## config.mk

```make
export PLATFORM = sky130hd
export DESIGN_NAME = quoted_string_escape_decoder_unit
export DESIGN_NICKNAME = d
export VERILOG_FILES = /design/src/rtl/qsed_pkg.sv /design/src/rtl/qsed_step.sv /design/src/rtl/qsed_queue.sv /design/src/rtl/quoted_string_escape_decoder_unit.sv
export SDC_FILE = /design/constraint.sdc
export NUM_CORES = 1
export LEC_CHECK = 0
export BUFFER_PORTS_ARGS = -buffer_cell sky130_fd_sc_hd__buf_2
export CAP_MARGIN = 20
export CELL_PAD_IN_SITES_DETAIL_PLACEMENT = 0
export CELL_PAD_IN_SITES_GLOBAL_PLACEMENT = 2
export CORE_MARGIN = 2
export CORE_UTILIZATION = 42
export CTS_CLUSTER_SIZE = 24
export DETAILED_ROUTE_END_ITERATION = 8
export GPL_TIMING_DRIVEN = 0
export PLACE_DENSITY = 0.89
export RECOVER_POWER = 100
export SLEW_MARGIN = 10
export SYNTH_ARGS = -nofsm -noshare
export SYNTH_HDL_FRONTEND = slang
export SYNTH_SLANG_ARGS = --single-unit
```

## constraint.sdc

```tcl
create_clock -name i_clk -period 12 [get_ports i_clk]
set_clock_uncertainty 0.05 [all_clocks]
set_input_delay 1.2 -clock i_clk [delete_from_list [all_inputs] [get_ports i_clk]]
set_output_delay 1.2 -clock i_clk [all_outputs]
set_load 0.01 [all_outputs]
```

## src/rtl/qsed_pkg.sv

```systemverilog
// ----------------------------------------------------------------------------
// qsed_pkg
// Types, character codes and helpers shared by the quoted string decoder.
// ----------------------------------------------------------------------------
package qsed_pkg;

    localparam int CH_W        = 21;
    localparam int DC_W        = 3;
    localparam int MAX_RESULTS = 3;
    localparam int QUEUE_DEPTH = 4;

    typedef enum logic [2:0] {
        MODE_IDLE,
        MODE_BODY,
        MODE_ESC,
        MODE_BSNL,
        MODE_HEX,
        MODE_UNI,
        MODE_OCT
    } t_mode;

    typedef enum logic [1:0] {
        KIND_CHAR = 2'd0,
        KIND_DONE = 2'd1,
        KIND_ERR  = 2'd2
    } t_kind;

    typedef struct packed {
        logic [CH_W-1:0] ch;
        logic            final_req;
    } t_in_item;

    typedef struct packed {
        logic [CH_W-1:0] out_char;
        t_kind           kind;
        logic            run_last;
    } t_out_item;

    // results of one input word, n of them valid from index 0
    typedef struct packed {
        t_out_item [MAX_RESULTS-1:0] item;
        logic [1:0]                  n;
    } t_res_set;

    typedef struct packed {
        logic       ok;
        logic [3:0] val;
    } t_hex;

    // character codes
    localparam logic [CH_W-1:0] CH_QUOTE  = 21'h22;
    localparam logic [CH_W-1:0] CH_BSLASH = 21'h5c;
    localparam logic [CH_W-1:0] CH_NL     = 21'h0a;
    localparam logic [CH_W-1:0] CH_SPACE  = 21'h20;
    localparam logic [CH_W-1:0] CH_TAB    = 21'h09;
    localparam logic [CH_W-1:0] CH_LO_A   = 21'h61;
    localparam logic [CH_W-1:0] CH_LO_B   = 21'h62;
    localparam logic [CH_W-1:0] CH_LO_F   = 21'h66;
    localparam logic [CH_W-1:0] CH_LO_N   = 21'h6e;
    localparam logic [CH_W-1:0] CH_LO_R   = 21'h72;
    localparam logic [CH_W-1:0] CH_LO_T   = 21'h74;
    localparam logic [CH_W-1:0] CH_LO_U   = 21'h75;
    localparam logic [CH_W-1:0] CH_LO_V   = 21'h76;
    localparam logic [CH_W-1:0] CH_LO_X   = 21'h78;
    localparam logic [CH_W-1:0] CH_BEL    = 21'h07;
    localparam logic [CH_W-1:0] CH_BS     = 21'h08;
    localparam logic [CH_W-1:0] CH_FF     = 21'h0c;
    localparam logic [CH_W-1:0] CH_LF     = 21'h0a;
    localparam logic [CH_W-1:0] CH_CR     = 21'h0d;
    localparam logic [CH_W-1:0] CH_HT     = 21'h09;
    localparam logic [CH_W-1:0] CH_VT     = 21'h0b;

    function automatic t_hex hex_digit(logic [CH_W-1:0] c);
        t_hex h;
        h.ok  = 1'b1;
        h.val = c[3:0];
        if (c >= 21'h30 && c <= 21'h39) begin
            h.val = c[3:0];
        end else if ((c >= 21'h61 && c <= 21'h66) || (c >= 21'h41 && c <= 21'h46)) begin
            h.val = c[3:0] + 4'd9;
        end else begin
            h.ok = 1'b0;
        end
        return h;
    endfunction

    function automatic logic is_oct(logic [CH_W-1:0] c);
        return (c >= 21'h30 && c <= 21'h37);
    endfunction

    // append one result, ignored once the set is full
    function automatic t_res_set push_res(t_res_set s, logic [CH_W-1:0] c, t_kind k);
        if (s.n < 2'(MAX_RESULTS)) begin
            s.item[s.n].out_char = (k == KIND_CHAR) ? c : '0;
            s.item[s.n].kind     = k;
            s.item[s.n].run_last = 1'b0;
            s.n                  = s.n + 2'd1;
        end
        return s;
    endfunction

endpackage

```

## src/rtl/qsed_step.sv

```systemverilog
// ----------------------------------------------------------------------------
// qsed_step
// Decodes one character against the current mode: next mode, escape
// accumulator and the results it produces.
// ----------------------------------------------------------------------------
module qsed_step
    import qsed_pkg::*;
#(
    parameter int UNICODE_DIGITS = 4,
    parameter int OCTAL_DIGITS   = 3,
    parameter int ACC_W          = 16
) (
    input  t_mode            i_mode,
    input  logic [ACC_W-1:0] i_accum,
    input  logic [DC_W-1:0]  i_digit_count,
    input  t_in_item         i_in,
    output t_mode            o_mode,
    output logic [ACC_W-1:0] o_accum,
    output logic [DC_W-1:0]  o_digit_count,
    output t_res_set         o_res
);

    localparam int EXT_W = (ACC_W > CH_W) ? ACC_W : CH_W;

    function automatic logic [CH_W-1:0] acc_char(logic [ACC_W-1:0] acc);
        logic [EXT_W-1:0] wide;
        wide = EXT_W'(acc);
        return wide[CH_W-1:0];
    endfunction

    function automatic t_res_set body_res(logic [CH_W-1:0] c, t_res_set s);
        if (c == CH_QUOTE) begin
            return push_res(s, '0, KIND_DONE);
        end else if (c == CH_BSLASH) begin
            return s;
        end
        return push_res(s, c, KIND_CHAR);
    endfunction

    function automatic t_mode body_mode(logic [CH_W-1:0] c);
        if (c == CH_QUOTE) begin
            return MODE_IDLE;
        end else if (c == CH_BSLASH) begin
            return MODE_ESC;
        end
        return MODE_BODY;
    endfunction

    // a numeric escape with no digits gives back its letter
    function automatic t_res_set flush_res(t_mode m, logic [ACC_W-1:0] acc,
                                           logic [DC_W-1:0] dc, t_res_set s);
        if (m == MODE_HEX || m == MODE_UNI) begin
            if (dc == '0) begin
                return push_res(s, (m == MODE_HEX) ? CH_LO_X : CH_LO_U, KIND_CHAR);
            end
            return push_res(s, acc_char(acc), KIND_CHAR);
        end else if (m == MODE_OCT) begin
            return push_res(s, acc_char(acc), KIND_CHAR);
        end
        return s;
    endfunction

    t_hex             w_hex;
    logic [CH_W-1:0]  w_c;
    logic [DC_W-1:0]  w_dc_inc;
    logic [ACC_W-1:0] w_acc_hex;
    logic [ACC_W-1:0] w_acc_oct;

    assign w_c       = i_in.ch;
    assign w_hex     = hex_digit(w_c);
    assign w_dc_inc  = i_digit_count + DC_W'(1);
    assign w_acc_hex = {i_accum[ACC_W-5:0], w_hex.val};
    assign w_acc_oct = {i_accum[ACC_W-4:0], w_c[2:0]};

    always_comb begin
        t_mode            m;
        logic [ACC_W-1:0] acc;
        logic [DC_W-1:0]  dc;
        t_res_set         s;

        m   = i_mode;
        acc = i_accum;
        dc  = i_digit_count;
        s   = '0;

        unique case (i_mode)
            MODE_IDLE: begin
                if (w_c == CH_QUOTE) begin
                    m = MODE_BODY;
                end else begin
                    s = push_res(s, '0, KIND_ERR);
                end
            end
            MODE_BODY: begin
                s = body_res(w_c, s);
                m = body_mode(w_c);
            end
            MODE_ESC: begin
                m   = MODE_BODY;
                acc = '0;
                dc  = '0;
                unique case (w_c)
                    CH_LO_A: s = push_res(s, CH_BEL, KIND_CHAR);
                    CH_LO_B: s = push_res(s, CH_BS, KIND_CHAR);
                    CH_LO_F: s = push_res(s, CH_FF, KIND_CHAR);
                    CH_LO_N: s = push_res(s, CH_LF, KIND_CHAR);
                    CH_LO_R: s = push_res(s, CH_CR, KIND_CHAR);
                    CH_LO_T: s = push_res(s, CH_HT, KIND_CHAR);
                    CH_LO_V: s = push_res(s, CH_VT, KIND_CHAR);
                    CH_NL: begin
                        s = push_res(s, CH_SPACE, KIND_CHAR);
                        m = MODE_BSNL;
                    end
                    CH_LO_X: m = MODE_HEX;
                    CH_LO_U: m = MODE_UNI;
                    default: begin
                        if (is_oct(w_c)) begin
                            acc = ACC_W'(w_c[2:0]);
                            dc  = DC_W'(1);
                            if (OCTAL_DIGITS <= 1) begin
                                s   = push_res(s, acc_char(acc), KIND_CHAR);
                                acc = '0;
                                dc  = '0;
                            end else begin
                                m = MODE_OCT;
                            end
                        end else begin
                            s = push_res(s, w_c, KIND_CHAR);
                        end
                    end
                endcase
            end
            MODE_BSNL: begin
                // spaces and tabs after a backslash-newline are dropped
                if (w_c != CH_SPACE && w_c != CH_TAB) begin
                    s = body_res(w_c, s);
                    m = body_mode(w_c);
                end
            end
            MODE_HEX: begin
                if (w_hex.ok) begin
                    acc = ACC_W'(w_acc_hex[7:0]);
                    if (dc != '1) begin
                        dc = w_dc_inc;
                    end
                end else begin
                    s   = flush_res(i_mode, i_accum, i_digit_count, s);
                    acc = '0;
                    dc  = '0;
                    s   = body_res(w_c, s);
                    m   = body_mode(w_c);
                end
            end
            MODE_UNI: begin
                if (w_hex.ok) begin
                    acc = w_acc_hex;
                    dc  = w_dc_inc;
                    if (w_dc_inc >= DC_W'(UNICODE_DIGITS)) begin
                        s   = push_res(s, acc_char(w_acc_hex), KIND_CHAR);
                        acc = '0;
                        dc  = '0;
                        m   = MODE_BODY;
                    end
                end else begin
                    s   = flush_res(i_mode, i_accum, i_digit_count, s);
                    acc = '0;
                    dc  = '0;
                    s   = body_res(w_c, s);
                    m   = body_mode(w_c);
                end
            end
            MODE_OCT: begin
                if (is_oct(w_c)) begin
                    acc = w_acc_oct;
                    dc  = w_dc_inc;
                    if (w_dc_inc >= DC_W'(OCTAL_DIGITS)) begin
                        s   = push_res(s, acc_char(w_acc_oct), KIND_CHAR);
                        acc = '0;
                        dc  = '0;
                        m   = MODE_BODY;
                    end
                end else begin
                    s   = flush_res(i_mode, i_accum, i_digit_count, s);
                    acc = '0;
                    dc  = '0;
                    s   = body_res(w_c, s);
                    m   = body_mode(w_c);
                end
            end
            default: begin
                m   = MODE_IDLE;
                acc = '0;
                dc  = '0;
                s   = push_res(s, '0, KIND_ERR);
            end
        endcase

        // end of input inside the string: flush what is pending, then error
        if (i_in.final_req && m != MODE_IDLE) begin
            if (m == MODE_ESC) begin
                s = push_res(s, CH_BSLASH, KIND_CHAR);
            end else begin
                s = flush_res(m, acc, dc, s);
            end
            s   = push_res(s, '0, KIND_ERR);
            m   = MODE_IDLE;
            acc = '0;
            dc  = '0;
        end

        if (s.n != 2'd0) begin
            s.item[s.n - 2'd1].run_last = 1'b1;
        end

        o_mode        = m;
        o_accum       = acc;
        o_digit_count = dc;
        o_res         = s;
    end

endmodule

```

## src/rtl/qsed_queue.sv

```systemverilog
// ----------------------------------------------------------------------------
// qsed_queue
// Result queue: takes up to three results from one word, delivers one a cycle while the output is ready.
// ----------------------------------------------------------------------------
module qsed_queue
    import qsed_pkg::*;
(
    input  logic      i_clk,
    input  logic      i_rst_n,
    input  logic      i_push,
    input  t_res_set  i_res,
    output logic      o_space,
    output logic      o_valid,
    input  logic      i_ready,
    output t_out_item o_item
);

    localparam int CNT_W = $clog2(QUEUE_DEPTH + 1);
    localparam int IDX_W = $clog2(MAX_RESULTS);

    logic [CNT_W-1:0] r_count;
    logic [CNT_W-1:0] n_count;
    t_out_item        r_q [QUEUE_DEPTH];
    t_out_item        n_q [QUEUE_DEPTH];
    t_out_item        w_shift [QUEUE_DEPTH];
    logic             w_pop;
    logic [CNT_W-1:0] w_base;
    logic [CNT_W-1:0] w_push_n;

    assign o_valid  = (r_count != '0);
    assign o_item   = r_q[0];
    assign o_space  = (r_count <= CNT_W'(QUEUE_DEPTH - MAX_RESULTS));
    assign w_pop    = o_valid && i_ready;
    assign w_base   = r_count - CNT_W'(w_pop);
    assign w_push_n = i_push ? CNT_W'(i_res.n) : '0;
    assign n_count  = w_base + w_push_n;

    always_comb begin
        for (int i = 0; i < QUEUE_DEPTH - 1; i++) begin
            w_shift[i] = r_q[i+1];
        end
        w_shift[QUEUE_DEPTH-1] = r_q[QUEUE_DEPTH-1];
    end

    always_comb begin
        logic [CNT_W-1:0] slot;
        for (int i = 0; i < QUEUE_DEPTH; i++) begin
            n_q[i] = w_pop ? w_shift[i] : r_q[i];
            slot   = CNT_W'(i) - w_base;
            if (CNT_W'(i) >= w_base && slot < w_push_n) begin
                n_q[i] = i_res.item[slot[IDX_W-1:0]];
            end
        end
    end

    always_ff @(posedge i_clk) begin
        if (!i_rst_n) begin
            r_count <= '0;
        end else begin
            r_count <= n_count;
        end
    end

    always_ff @(posedge i_clk) begin
        r_q <= n_q;
    end

    a_count_bound: assert property (@(posedge i_clk) disable iff (!i_rst_n)
        r_count <= CNT_W'(QUEUE_DEPTH))
        else $error("result queue count beyond depth");

    a_push_room: assert property (@(posedge i_clk) disable iff (!i_rst_n)
        i_push |-> (r_count <= CNT_W'(QUEUE_DEPTH - MAX_RESULTS)))
        else $error("word pushed without room for all its results");

endmodule

```

## src/rtl/quoted_string_escape_decoder_unit.sv

```systemverilog
// Latency: the first result of an accepted word is offered the cycle after it if the queue was empty.
// Throughput: one word a cycle while each word gives at most one result and the
// output takes it; a word with more results keeps the output busy until all are taken, as the
// four-entry result queue accepts a word only while it holds one result or none.
// Reset (i_rst_n low, synchronous): mode idle, escape state cleared, queue empty.
// ----------------------------------------------------------------------------
// quoted_string_escape_decoder_unit
// Decodes a double-quoted string with backslash escapes, one character a word.
// ----------------------------------------------------------------------------
module quoted_string_escape_decoder_unit
    import qsed_pkg::*;
#(
    parameter int UNICODE_DIGITS = 4,
    parameter int OCTAL_DIGITS   = 3
) (
    input  logic      i_clk,
    input  logic      i_rst_n,
    input  logic      i_in_valid,
    output logic      o_in_ready,
    input  t_in_item  i_in,
    output logic      o_out_valid,
    input  logic      i_out_ready,
    output t_out_item o_out
);

    localparam int ACC_W = (4 * UNICODE_DIGITS > 9) ? 4 * UNICODE_DIGITS : 9;

    t_mode            r_mode;
    logic [ACC_W-1:0] r_accum;
    logic [DC_W-1:0]  r_digit_count;
    t_mode            n_mode;
    logic [ACC_W-1:0] n_accum;
    logic [DC_W-1:0]  n_digit_count;
    t_res_set         w_res;
    logic             w_accept;

    assign w_accept = i_in_valid && o_in_ready;

    qsed_step #(
        .UNICODE_DIGITS (UNICODE_DIGITS),
        .OCTAL_DIGITS   (OCTAL_DIGITS),
        .ACC_W          (ACC_W)
    ) u_step (
        .i_mode        (r_mode),
        .i_accum       (r_accum),
        .i_digit_count (r_digit_count),
        .i_in          (i_in),
        .o_mode        (n_mode),
        .o_accum       (n_accum),
        .o_digit_count (n_digit_count),
        .o_res         (w_res)
    );

    qsed_queue u_queue (
        .i_clk   (i_clk),
        .i_rst_n (i_rst_n),
        .i_push  (w_accept),
        .i_res   (w_res),
        .o_space (o_in_ready),
        .o_valid (o_out_valid),
        .i_ready (i_out_ready),
        .o_item  (o_out)
    );

    always_ff @(posedge i_clk) begin
        if (!i_rst_n) begin
            r_mode        <= MODE_IDLE;
            r_accum       <= '0;
            r_digit_count <= '0;
        end else if (w_accept) begin
            r_mode        <= n_mode;
            r_accum       <= n_accum;
            r_digit_count <= n_digit_count;
        end
    end

    a_final_idle: assert property (@(posedge i_clk) disable iff (!i_rst_n)
        (w_accept && i_in.final_req) |=> (r_mode == MODE_IDLE))
        else $error("last word did not return decoder to idle");

    a_uni_digits: assert property (@(posedge i_clk) disable iff (!i_rst_n)
        (r_mode == MODE_UNI) |-> (r_digit_count < DC_W'(UNICODE_DIGITS)))
        else $error("unicode escape kept too many digits");

    a_oct_digits: assert property (@(posedge i_clk) disable iff (!i_rst_n)
        (r_mode == MODE_OCT) |->
            (r_digit_count != '0 && r_digit_count < DC_W'(OCTAL_DIGITS)))
        else $error("octal escape digit count out of range");

endmodule

```

; ---- Yosys cells after proc, flatten, opt, wreduce, memory -nomap -nowiden
; Index checks and enable logic that the tools add are counted.
[word_totals]
regBits = 121
latch_bits = 0
ramBits = 0
romBits = 0
in_bits = 26
n_memories = 0
[classes]
n_addsub = 14
multipliers = 0
div_mod_pow = 0
order_cmp = 39
eq_ne = 25
shift = 0
n_mux = 213
bitwise = 0
n_reduce_logical = 34
[op_table]
columns = operator, count
row1 = $mux 74, 53
row2 = $bwmux 72, 31
row3 = $demux 24 s2, 16
row4 = $pmux 74 s9, 1
row5 = $pmux 74 s7, 1
row6 = $mux 24, 15
row7 = $eq 21x7->1 const B, 10
row8 = $bmux 24 s2, 4
row9 = $mux 16, 6
row10 = $mux 3, 30
row11 = $pmux 16 s5, 1
row12 = $mux 72, 1
row13 = $ge 21x7->1 const B, 2
row14 = $le 21x6->1 const B, 2
row15 = $le 21x7->1 const B, 2
row16 = $mux 21, 2
row17 = $mux 1, 41
row18 = $lt 2x3->1 const B, 10
row19 = $mux 26, 1
row20 = $eq 21x4->1 const B, 1
row21 = $eq 21x6->1 const B, 1
row22 = $ge 21x6->1 const B, 1
row23 = $ne 21x4->1 const B, 1
row24 = $ne 21x6->1 const B, 1
row25 = 36 further kinds, 91

; ---- Logic depth before layout (Yosys ltp)
; Gate-level depths: netlist (run 1).
[logic_depth]
ltp_word = 57
ltp_mapped = 24
depth_no_buf = 20

; ---- Modules after synthesis
; From an unflattened synthesis (run 1), not the netlist that was laid out.
[unflattened]
hier_cells = 1161
area_unflattened_um2 = 10427.5
[modules_own_cells]
columns = mod, instances, cells_per_inst, area_each_um2
row1 = qsed_queue, 1, 491, 5988.2
row2 = qsed_step, 1, 570, 3513.4
row3 = quoted_string_escape_decoder_unit, 1, 100, 925.9

; ---- Worst setup path before layout (run 1)
; OpenSTA, ideal clock, no wires.
[synth_path]
path_type = input to register
start = input i_in[15] (netlist name)
end = register u_queue.r_q[0] (netlist name), enable pin
setup_ns = 0.435
t_arrival_ns = 6.634
path_slack_ns = 4.880
path_stages = 16
cell_sequence = or4_4 > buf_6 > or4_1 > buf_2 > or4_1 > a221o_1 > a2111oi_4 > o21ai_2 > nor2_1 > nor3b_1 > a211oi_4 > buf_6 > and2_1 > ha_1 > nor2_1 > nor3_1
[synth_via]
elab_chain_len = 23
elab_cells_between_ends = 114
classes_between = 2 x add/sub / 10 x order compare / 18 x eq/ne / 70 x mux / 14 x reduce/logical
[synth_rtl]
columns = element, line_no
row1 = start: declaration, quoted_string_escape_decoder_unit.sv:20  ; input t_in_item i_in,
row2 = $ge 21x7->1 / $le 21x7->1 (equally long branches), qsed_pkg.sv:79  ; end else if ((c >= 21'h61 && c <= 21'h66) || (c >= 21'h41 && c <= 21'h46)) begin
row3 = $logic_and 1x1->1, qsed_pkg.sv:79
row4 = $logic_or 1x1->1, qsed_pkg.sv:79
row5 = $mux 1, qsed_pkg.sv:79
row6 = $mux 1, qsed_pkg.sv:77  ; if (c >= 21'h30 && c <= 21'h39) begin
row7 = "$mux 3, on equally long branches", "qsed_step.sv:155, qsed_step.sv:141"
row8 = $pmux 3 s5, qsed_step.sv:86  ; unique case (i_mode)
row9 = $logic_not 3->1, qsed_step.sv:53  ; if (dc == '0) begin
row10 = [... 7 more ...], --
row11 = $mux 74, qsed_step.sv:200  ; if (m == MODE_ESC) begin
row12 = $mux 74, qsed_step.sv:199  ; if (i_in.final_req && m != MODE_IDLE) begin
row13 = $add 2x1->2 / $lt 2x2->1 (equally long branches), "qsed_pkg.sv:97, qsed_pkg.sv:93"
row14 = $mux 74, qsed_pkg.sv:93  ; if (s.n < 2'(MAX_RESULTS)) begin
row15 = $mux 74 (*), qsed_step.sv:199
row16 = $mux 2 (*), qsed_queue.sv:35  ; assign w_push_n = i_push ? CNT_W'(i_res.n) : '0;
row17 = $lt 3x3->1 (*), qsed_queue.sv:50  ; if (CNT_W'(i) >= w_base && slot < w_push_n) begin
row18 = $logic_and 1x1->1 (*), qsed_queue.sv:50
row19 = end signal: assignment, qsed_queue.sv:65  ; r_q <= n_q;
row20 = end: declaration, qsed_queue.sv:23  ; t_out_item r_q [QUEUE_DEPTH];
; Mark *: on every way between the ends. The rest lies on a longest branch, timed or not. The select of a mux whose other input is x is not followed.
; A chain may end at the register's enable or synchronous reset.

; ---- Worst setup path in the final report (run 1)
[layout_path]
start = input i_in[2] (netlist name)
end = register u_queue.r_q, in the netlist u_queue.o_item[1], enable pin
[layout_via]
elab_chain_len = 24
elab_cells_between_ends = 115
classes_between = 2 x add/sub / 10 x order compare / 18 x eq/ne / 70 x mux / 15 x reduce/logical
[layout_rtl]
columns = element, line_no
row1 = $ge 21x7->1 / $le 21x7->1 (equally long branches), qsed_pkg.sv:79
row2 = $logic_and 1x1->1, qsed_pkg.sv:79
row3 = $logic_or 1x1->1, qsed_pkg.sv:79
row4 = $mux 1, qsed_pkg.sv:79
row5 = $mux 1, qsed_pkg.sv:77
row6 = "$mux 3, on equally long branches", "qsed_step.sv:155, qsed_step.sv:141"
row7 = $pmux 3 s5, qsed_step.sv:86
row8 = $logic_not 3->1, qsed_step.sv:53
row9 = [... 8 more ...], --
row10 = $mux 74, qsed_step.sv:199
row11 = $add 2x1->2 / $lt 2x2->1 (equally long branches), "qsed_pkg.sv:97, qsed_pkg.sv:93"
row12 = $mux 74, qsed_pkg.sv:93
row13 = $mux 74 (*), qsed_step.sv:199
row14 = $mux 2 (*), qsed_queue.sv:35
row15 = $lt 3x3->1 (*), qsed_queue.sv:50
row16 = $logic_and 1x1->1 (*), qsed_queue.sv:50
row17 = $reduce_bool 2->1 (no line) (*), --
; Marked as above.

==> run metrics, run 1 <==
post-synthesis mux area share 0.919%; share of cells above drive strength 1 9.81%; final-report hold violation count 0; CTS tree built; Primary FF master, synth edfxtp_1; pre-CTS WS 2970 ps; actual slew at the worst max-slew pin 1240 ps; clk buf depth 2; Crit Reg-Reg Startpoint r_digit_count[1]; path depth of the worst reg2reg path 21; residual DRC count 0; Async SR Flop Fraction 0%; worst hold start r_accum[13]; largest family of logic cells by synthesized area compound AO/OA/AOI/OAI gates; distinct cell type count after synthesis 91; antenna violations before repair 0; CTS Buf Count 17; CTS root buf clkbuf_16; Hold-fix buffers, CTS 0; Die Width 151 µm; Synth Area in Adders 3.79%; # diodes 0; routability cong. 1.01; outcome completed; DR iter-0 viols 1174; remaining antenna violation count 0; Final period util 80.3%; VDD IR-drop max 0.000128 V; number of synthesized flops with an enable pin 96; DIE HEIGHT 151 µm; nets@finish 1192; CP Launch Type primary input; Synth Area in Simple Gates 23.9%; DR pass1 iterations 8; first-pass GRT wire length 52400 µm; Gate Count Post-Synth 1063; xor-xnor portion of the synthesized cell area 0.480%; synthesized area per cell 8.58 µm²; core area 0.0212 mm²; via/cell ratio 6.43; max_slew headroom 16.4%; CP Max Fanout 17; setup TNS 0 ps; Pleak 3.57 nW; die area 0.0229 mm²; Yosys warnings 0; crit path capture type flip-flop; crit path launch i_in[2]; min-delay worst type flip-flop to flip-flop; worst setup margin 2360 ps; post-DP HPWL 26200 µm; Overflow after GRT 0; later-pin clock latency in the skew report 440 ps; Req. time, crit path 12000 ps; post-synth net total 1116; Routed Wire Length 34600 µm; P per Cell Area 248 mW/mm²; fillers 2133; Seq/Total Area, Yosys 37.1%; I/O Buffers 50; max-cap violations 0; row cnt 53; Vias 9182; pin count of the biggest net entering global routing 25; hold depth 2; I/O pins 52; Syn-to-layout area delta 11.7%; Routed wire per std cell 24.3 µm; setup bufs post-CTS 0; post-cts sizing count 0; number of global-route vias before repair 8365; Synth Area in Compound Gates 27.0%; setup violators final 0; Initial Utilization 43.1%; Final Critical Period 9640 ps; critical path class primary input to flip-flop; RSZ-0062 raised after global routing false; H-tree depth 4; Reg clk slew, reported paths 70 ps; WP data arrival 9640 ps; Final Max Slew Viols 0; Synth Cell Area 0.00912 mm²; CTS Sinks 121; Max Clock Freq 104 MHz; synthesized flop and latch total 121; total global-route track usage 30.6%
state kept, by name, indices dropped and copies added, names as in the netlist:
name and count:
u_queue.r_count 3, r_mode 3, u_queue.o_item 24, u_queue.r_q 72
r_digit_count 3, r_accum 16
worst paths after layout:
kind / slack (ps) / endpoint
hold / removal: 470 / r_accum[13]
setup reg to reg: 3940 / u_queue.o_item[1]
hold reg to reg: 470 / r_accum[13]
setup / recovery: 2360 / u_queue.o_item[1]
synth_stat cells (13+ instances only):
library cell	count	area share (%)
nand2_1	131	5.4
nor3_1	21	1.2
edfxtp_1	96	32
a31oi_1	24	1.6
ha_1	26	3.6
inv_1	22	0.91
nor2_1	75	3.1
a22oi_1	16	1.3
o21ai_0	57	3.1
nand3_1	41	2.3
clkbuf_1	58	2.4
and2_1	19	1.3
a22o_1	29	2.8
and3_1	18	1.2
buf_4	24	2.0
nor2b_1	20	1.4
a21oi_1	77	4.2
nor4_1	13	0.89
dfxtp_1	25	5.5
power by group:
part	internal (W)	total, W	leakage [nW]	switching, W
clock network	0.000277	0.000517	0.278	0.000241
registers	0.000786	0.000831	1.12	0.0000443
logic	0.000380	0.00117	2.17	0.000794
total	0.00144	0.00252	3.57	0.00108
cell type report:
| type | count | area, µm² | area share, % |
|---|---|---|---|
| Clock buffer | 17 | 425 | 4.18 |
| Tap cell | 275 | 344 | 3.38 |
| Inverter | 24 | 90.1 | 0.884 |
| Sequential cell | 121 | 3380 | 33.2 |
| Clock inverter | 15 | 149 | 1.46 |
| Timing Repair Buffer | 57 | 241 | 2.37 |
| Multi-Input combinational cell | 815 | 5050 | 49.6 |
| Buffer | 103 | 498 | 4.89 |
cell usage in the layout (no fill, tap or decap), types with 24 or more instances in the layout:
cell      count
nand2_1     132
clkbuf_1    100
edfxtp_1     96
a21oi_1      77
nor2_1       75
o21ai_0      66
nand3_1      41
a22o_1       29
nor3_1       26
buf_2        26
ha_1         26
dfxtp_1      25
a31oi_1      24
buf_4        24
logic make-up after synthesis:
family	after synthesis
muxes	8
and+or+nand+nor	419
buffers and inverters	127
adders and majority gates	27
xor gates and xnor gates	5
DFF	121
AOI/OAI and AO/OA	356
routing by layer:
layer  track usage (%)  up-vias  wire length, µm
li1                  -     4182                -
met2              49.2      526            16000
met1              41.8     4408            14500
met3              5.42       66             3060
met4              10.1        0             1070
met5                 0        -                0
metrics by stage:
stage / cell area [µm²] / hold slack (ps) / util (%) / cells / power [W]
final: 10200 / 468 / 48.2 / 1427 / 0.00252
after CTS: 10300 / 461 / 48.9 / 1425 / 0.00255
after global routing: 10200 / 489 / 48.2 / 1427 / 0.00268
after floorplan: 9120 / 404 / - / 1063 / 0.00162
after detailed placement: 9770 / 452 / 46.2 / 1393 / 0.00204
after global placement: 9710 / 444 / 45.9 / 1388 / 0.00198
critical path, cell delays in order:
cell	delay (ps)
clkbuf_1	170
clkbuf_1	590
inv_1	320
ha_1	350
or4b_2	260
and4bb_2	250
o22ai_1	410
nand3_1	300
a21oi_1	750
or3_1	210
clkbuf_1	290
nand2_1	400
a211oi_1	730
clkbuf_1	440
and2_0	270
ha_1	220
nor2b_1	70
or4_1	520
clkbuf_1	270
clkbuf_1	380
nand2_1	440
clkbuf_1	750
No activity file was read; power rests on OpenSTA's default activity.
==> inputs of run 2 (changes only) <==
--- a/config.mk
+++ b/config.mk
@@ -10,11 +10,11 @@
 export CELL_PAD_IN_SITES_DETAIL_PLACEMENT = 0
 export CELL_PAD_IN_SITES_GLOBAL_PLACEMENT = 2
 export CORE_MARGIN = 2
-export CORE_UTILIZATION = 42
+export CORE_UTILIZATION = 35
 export CTS_CLUSTER_SIZE = 24
 export DETAILED_ROUTE_END_ITERATION = 8
 export GPL_TIMING_DRIVEN = 0
-export PLACE_DENSITY = 0.89
+export PLACE_DENSITY = 0.8
 export RECOVER_POWER = 100
 export SLEW_MARGIN = 10
 export SYNTH_ARGS = -nofsm -noshare
==> constraint.sdc (replaced) <==
create_clock -name i_clk -period 7.75 [get_ports i_clk]
set_clock_uncertainty 0.05 [all_clocks]
set_input_delay 0.775 -clock i_clk [delete_from_list [all_inputs] [get_ports i_clk]]
set_output_delay 0.775 -clock i_clk [all_outputs]
set_load 0.01 [all_outputs]
==> run 2 against run 1 <==
Critical path type unchanged. Via count is 0.71% lower. Wire length increased by 1.1%. Die area up 19%. Core utilization shrank 8.1 points. First-iteration DRC count up 0.94%. Final cell count up 4.1%.
==> run metrics, run 2 (synthesis gave the netlist of run 1 again) <==
Hold WS 470 ps; via/cell ratio 6.14; Syn-to-layout area delta 13.4%; P per Cell Area 376 mW/mm²; later-pin clock latency in the skew report 430 ps; pin count of the biggest net entering global routing 25; CTS root buf clkbuf_16; Routed Wire Length 35000 µm; Final Critical Period 7500 ps; RSZ-0062 raised after global routing false; final-report hold violation count 0; path depth of the worst reg2reg path 20; total global-route track usage 25.8%; Worst Hold Path EP r_accum[13]; Sequential Area 0.00338 mm²; Initial Utilization 35.3%; DR iter-0 viols 1185; Hold-fix buffers, CTS 0; H-tree depth 4; row cnt 59; setup TNS 0 ps; max-cap violations 0; CTS Sinks 121; # diodes 0; WP data arrival 7520 ps; DIE HEIGHT 165 µm; min-delay worst type flip-flop to flip-flop; commonest non-fill, non-tap cells in the layout 129 x nand2_1, 96 x edfxtp_1, 93 x clkbuf_1; critical path class primary input to flip-flop; CTS Buf Count 17; die area 0.0274 mm²; crit path capture type flip-flop; setup violators final 0; Largest Register u_queue.r_q; remaining antenna violation count 0; Worst R2R Setup Slack 1300 ps; I/O pins 52; outcome completed; Reg clk slew, reported paths 60 ps; Max Clock Freq 133 MHz; commonest non-fill, non-tap cell in the layout nand2_1; final core utilization 40.0%; Vias 9117; share of cells above drive strength 1 10.8%; DR pass1 iterations 6; CTS tree built; Routed wire per std cell 23.6 µm; residual DRC count 0; Req. time, crit path 7770 ps; hold depth 2; Final period util 96.8%; number of global-route vias before repair 8480; Final Max Slew Viols 0; core area 0.0258 mm²; worst hold start r_accum[13]; Die Width 165 µm; nets@finish 1190; post-DP HPWL 26600 µm; Overflow after GRT 0; clk buf depth 2; fillers 2707; Multi-input gate area 0.00512 mm²; Crit Reg-Reg Startpoint r_digit_count[1]; CP Max Fanout 24; CP Launch Type primary input; routability cong. 0.952; worst r2r dst u_queue.r_q[59]; max FFs per register 72; VDD IR-drop max 0.000192 V; Pleak 3.61 nW; first-pass GRT wire length 52300 µm; max_slew headroom 28.4%; actual slew at the worst max-slew pin 1050 ps; antenna violations before repair 2; I/O Buffers 50
[run 2: cell count changes in the layout (fill, tap and decap cells not counted), moves of 2 or more]
cell | previous run | this run
buf_6 | 2 | 4
inv_8 | 5 | 2
and2_1 | 10 | 17
clkbuf_2 | 1 | 4
a211oi_1 | 13 | 11
and2_0 | 9 | 3
inv_6 | 5 | 3
clkinv_2 | 0 | 2
clkbuf_1 | 100 | 93
clkinv_4 | 2 | 4
nand2_1 | 132 | 129
[run 2: how the worst max path moves through the flow]
stage | startpoint | endpoint | slack [ps] | depth (start not counted)
3_5_place_dp | i_in[18] | u_queue.o_item[19] | -860 | 19
2_1_floorplan | i_in[15] | u_queue.r_q[0] | 1060 | 16
5_1_grt | i_in[13] | u_queue.o_item[15] | 30 | 18
3_3_place_gp | i_in[18] | u_queue.r_q[1] | -1140 | 16
4_1_cts | i_in[2] | u_queue.r_q[59] | 80 | 22
6_report | i_in[18] | u_queue.r_q[59] | 250 | 21
[run 2: worst max-delay path, cell delays in order]
cell	delay (ps)
buf_2	130
or4_1	660
clkbuf_1	290
nor3_1	450
nand3_1	220
o22ai_1	470
clkbuf_1	370
and3_1	210
clkbuf_1	390
o22ai_1	180
a211o_1	410
a21oi_1	480
a211oi_4	110
buf_6	190
and2_1	190
ha_1	200
nand2b_1	160
nand4b_1	150
clkbuf_1	450
clkbuf_1	630
nand2_4	380
[run 2: layout make-up]
cell class | instances | area share (%)
repair buffers | 55 | 2.30
plain buffers | 103 | 4.96
multi-input cells | 815 | 49.6
well taps | 335 | 4.06
flip-flops and latches | 121 | 32.7
clock inverters | 15 | 1.38
inverters | 24 | 0.872
clock buffers | 17 | 4.12
[run 2: through the flow]
step	setup slack, ps	power [W]	cell area, µm²	cells
floorplan	1060	0.00250	9120	1063
global placement	-1140	0.00307	9790	1448
detailed placement	-863	0.00313	9830	1452
CTS	80.9	0.00392	10400	1484
global route	32.9	0.00415	10300	1485
finish	248	0.00389	10300	1485
[run 2: routing by layer]
metal	global-route usage, %	wire length [µm]
met1	35.5	15100
met2	41.8	16100
met3	3.20	2710
met4	9.25	1090
met5	0	0
[run 2: power by group]
| group | total [W] | switching [W] | internal, W |
|---|---|---|---|
| clock | 0.000784 | 0.000337 | 0.000447 |
| combinational | 0.00182 | 0.00123 | 0.000588 |
| sequential | 0.00128 | 0.0000689 | 0.00122 |
| total | 0.00389 | 0.00164 | 0.00225 |
[run 2: what timing repair did]
action	CTS	global route
buffers inserted	0	0
endpoints found under the setup margin	48	48
resized for setup	4	5
==> inputs of run 3 (changes only) <==
--- a/config.mk
+++ b/config.mk
@@ -14,8 +14,7 @@
 export CTS_CLUSTER_SIZE = 24
 export DETAILED_ROUTE_END_ITERATION = 8
 export GPL_TIMING_DRIVEN = 0
-export PLACE_DENSITY = 0.8
-export RECOVER_POWER = 100
+export PLACE_DENSITY_LB_ADDON = 0.1
 export SLEW_MARGIN = 10
 export SYNTH_ARGS = -nofsm -noshare
 export SYNTH_HDL_FRONTEND = slang
==> run 3 against run 2 <==
Power increased by 4.6%. Via count is 0.84% lower. Flip-flop and latch count unchanged. Sequential power about the same. Register-to-register slack got worse by 30 ps. Critical path depth shrank 2. Wire length rose by 6.4%. Core utilization up 0.58 points. Non-clock buffer count is 1 higher. Largest power group unchanged.
==> run metrics, run 3 (synthesis gave the netlist of run 1 again) <==
crit path max-delay cell type or4_1; CTS root buf clkbuf_16; CTS Sinks 121; via/cell ratio 6.08; path depth of the worst reg2reg path 21; Overflow after GRT 0; CTS tree built; CP Max Fanout 24; Final Max Slew Viols 0; actual slew at the worst max-slew pin 1050 ps; worst r2r dst u_queue.r_q[60]; I/O Buffers 50; max FFs per register 72; P per Cell Area 388 mW/mm²; Worst R2R Setup Slack 1270 ps; DR iter-0 viols 1088; crit-path leading delay family simple AND/OR/NAND/NOR gates; routability cong. 0.936; pin count of the biggest net entering global routing 25; crit path buf inv count 5; core area 0.0258 mm²; die area 0.0274 mm²; Largest Register u_queue.r_q; post-DP HPWL 28600 µm; Routed Wire Length 37300 µm; Routed wire per std cell 25.1 µm; nets@finish 1191; slowest cell delay on critical path 790 ps; row cnt 59; max_slew headroom 29.1%; I/O pins 52; crit path capture type flip-flop; Critical path destination u_queue.o_item[16]; max-cap violations 0; CTS Buf Count 17; later-pin clock latency in the skew report 430 ps; WP data arrival 7380 ps; Reg clk slew, reported paths 70 ps; final instance area 0.0105 mm²; Die Width 165 µm; commonest non-fill, non-tap cell in the layout nand2_1; final core utilization 40.6%; first-pass GRT wire length 55600 µm; commonest non-fill, non-tap cells in the layout 130 x nand2_1, 96 x edfxtp_1, 77 x a21oi_1; Crit Reg-Reg Startpoint r_digit_count[1]; Final period util 95.1%; Req. time, crit path 7760 ps; DR pass1 iterations 8; Pleak 3.76 nW; Cell Chain, Critical Path buf_2 > or4_1 > clkbuf_1 > or4_1 > buf_2 > or4_1 > a221o_1 > a2111oi_4 > o21ai_2 > nor2_1 > nor3b_1 > a211oi_4 > buf_6 > and2_1 > ha_1 > nor2b_1 > or4_1 > buf_2 > nand2_2; Vias 9040; final-report hold violation count 0; residual DRC count 0; Final Critical Period 7370 ps; RSZ-0062 raised after global routing false; setup bufs post-CTS 0; antenna violations before repair 0; Syn-to-layout area delta 15.0%; Post-Place Cell Area 0.00986 mm²; number of global-route vias before repair 8542; VDD IR-drop max 0.000184 V; total global-route track usage 27.6%; outcome completed; share of cells above drive strength 1 14.7%; Max Clock Freq 136 MHz; CP Launch Type primary input; # diodes 0; critical path's most frequent cell or4_1; clk buf depth 2; setup violators final 0; H-tree depth 4; crit path launch i_in[10]; critical path class primary input to flip-flop; Initial Utilization 35.3%; DIE HEIGHT 165 µm; number of cells on the critical path 19; remaining antenna violation count 0; min-delay worst type flip-flop to flip-flop
## run 3: cell types whose count changed in the layout (fill, tap and decap cells not counted), moves of 3 or more
cell and delta:
clkinv_4 -3, nor3_2 +5, and2_0 -3, clkbuf_1 -37, o21ai_1 +8, nor3_1 -5, buf_2 +33, inv_6 +4
o21ai_0 -8
## run 3: layout make-up
class | instances | area (µm²)
Multi-Input combinational cell | 815 | 5150
Buffer | 102 | 529
Fill cell | 2677 | 15400
Timing Repair Buffer | 57 | 315
Inverter | 24 | 90.1
Clock buffer | 17 | 425
Tap cell | 335 | 419
Sequential cell | 121 | 3380
Clock inverter | 15 | 176
## run 3: how the worst min path moves through the flow
stage,from,end,cells past startpoint
5_1_grt,u_queue.r_q[42],u_queue.r_q[66],2
3_3_place_gp,r_accum[13],r_accum[13],2
6_report,r_accum[13],r_accum[13],2
4_1_cts,r_accum[13],r_accum[13],2
2_1_floorplan,r_accum[13],r_accum[13],2
3_5_place_dp,r_accum[13],r_accum[13],2
## run 3: repair_timing
item                       in CTS  in global routing
gates resized for setup         3                  4
setup endpoints to repair      41                 53
hold buffers                    0                  0
## run 3: per-stage QoR
stage	hold WS, ps	TNS [ps]	total power, W	instances	worst slack [ps]
6_report	471	0	0.00407	1486	376
5_1_grt	488	0	0.00431	1486	37.3
4_1_cts	462	0	0.00407	1487	164
3_5_place_dp	452	-36050	0.00322	1455	-1020
3_3_place_gp	445	-130520	0.00315	1448	-1610
2_1_floorplan	404	0	0.00250	1063	1060
## run 3: layer usage
layer,GRT usage [%],up-vias,wire [µm]
met5,0,-,0
li1,-,4191,-
met1,36.3,4374,16400
met3,3.42,79,1930
met2,45.6,396,17400
met4,11.9,0,1540
## run 3: worst min-delay path, delay by kind of cell (launching register included)
kind | cells | cell delay (ps)
flip-flops | 1 | 350
AO/OA/AOI/OAI | 1 | 60
AND/OR/NAND/NOR | 1 | 60
## run 3: power by group
part           switching, W  internal (W)
clock              0.000361      0.000488
sequential        0.0000705       0.00121
combinational       0.00129      0.000641
total               0.00172       0.00234
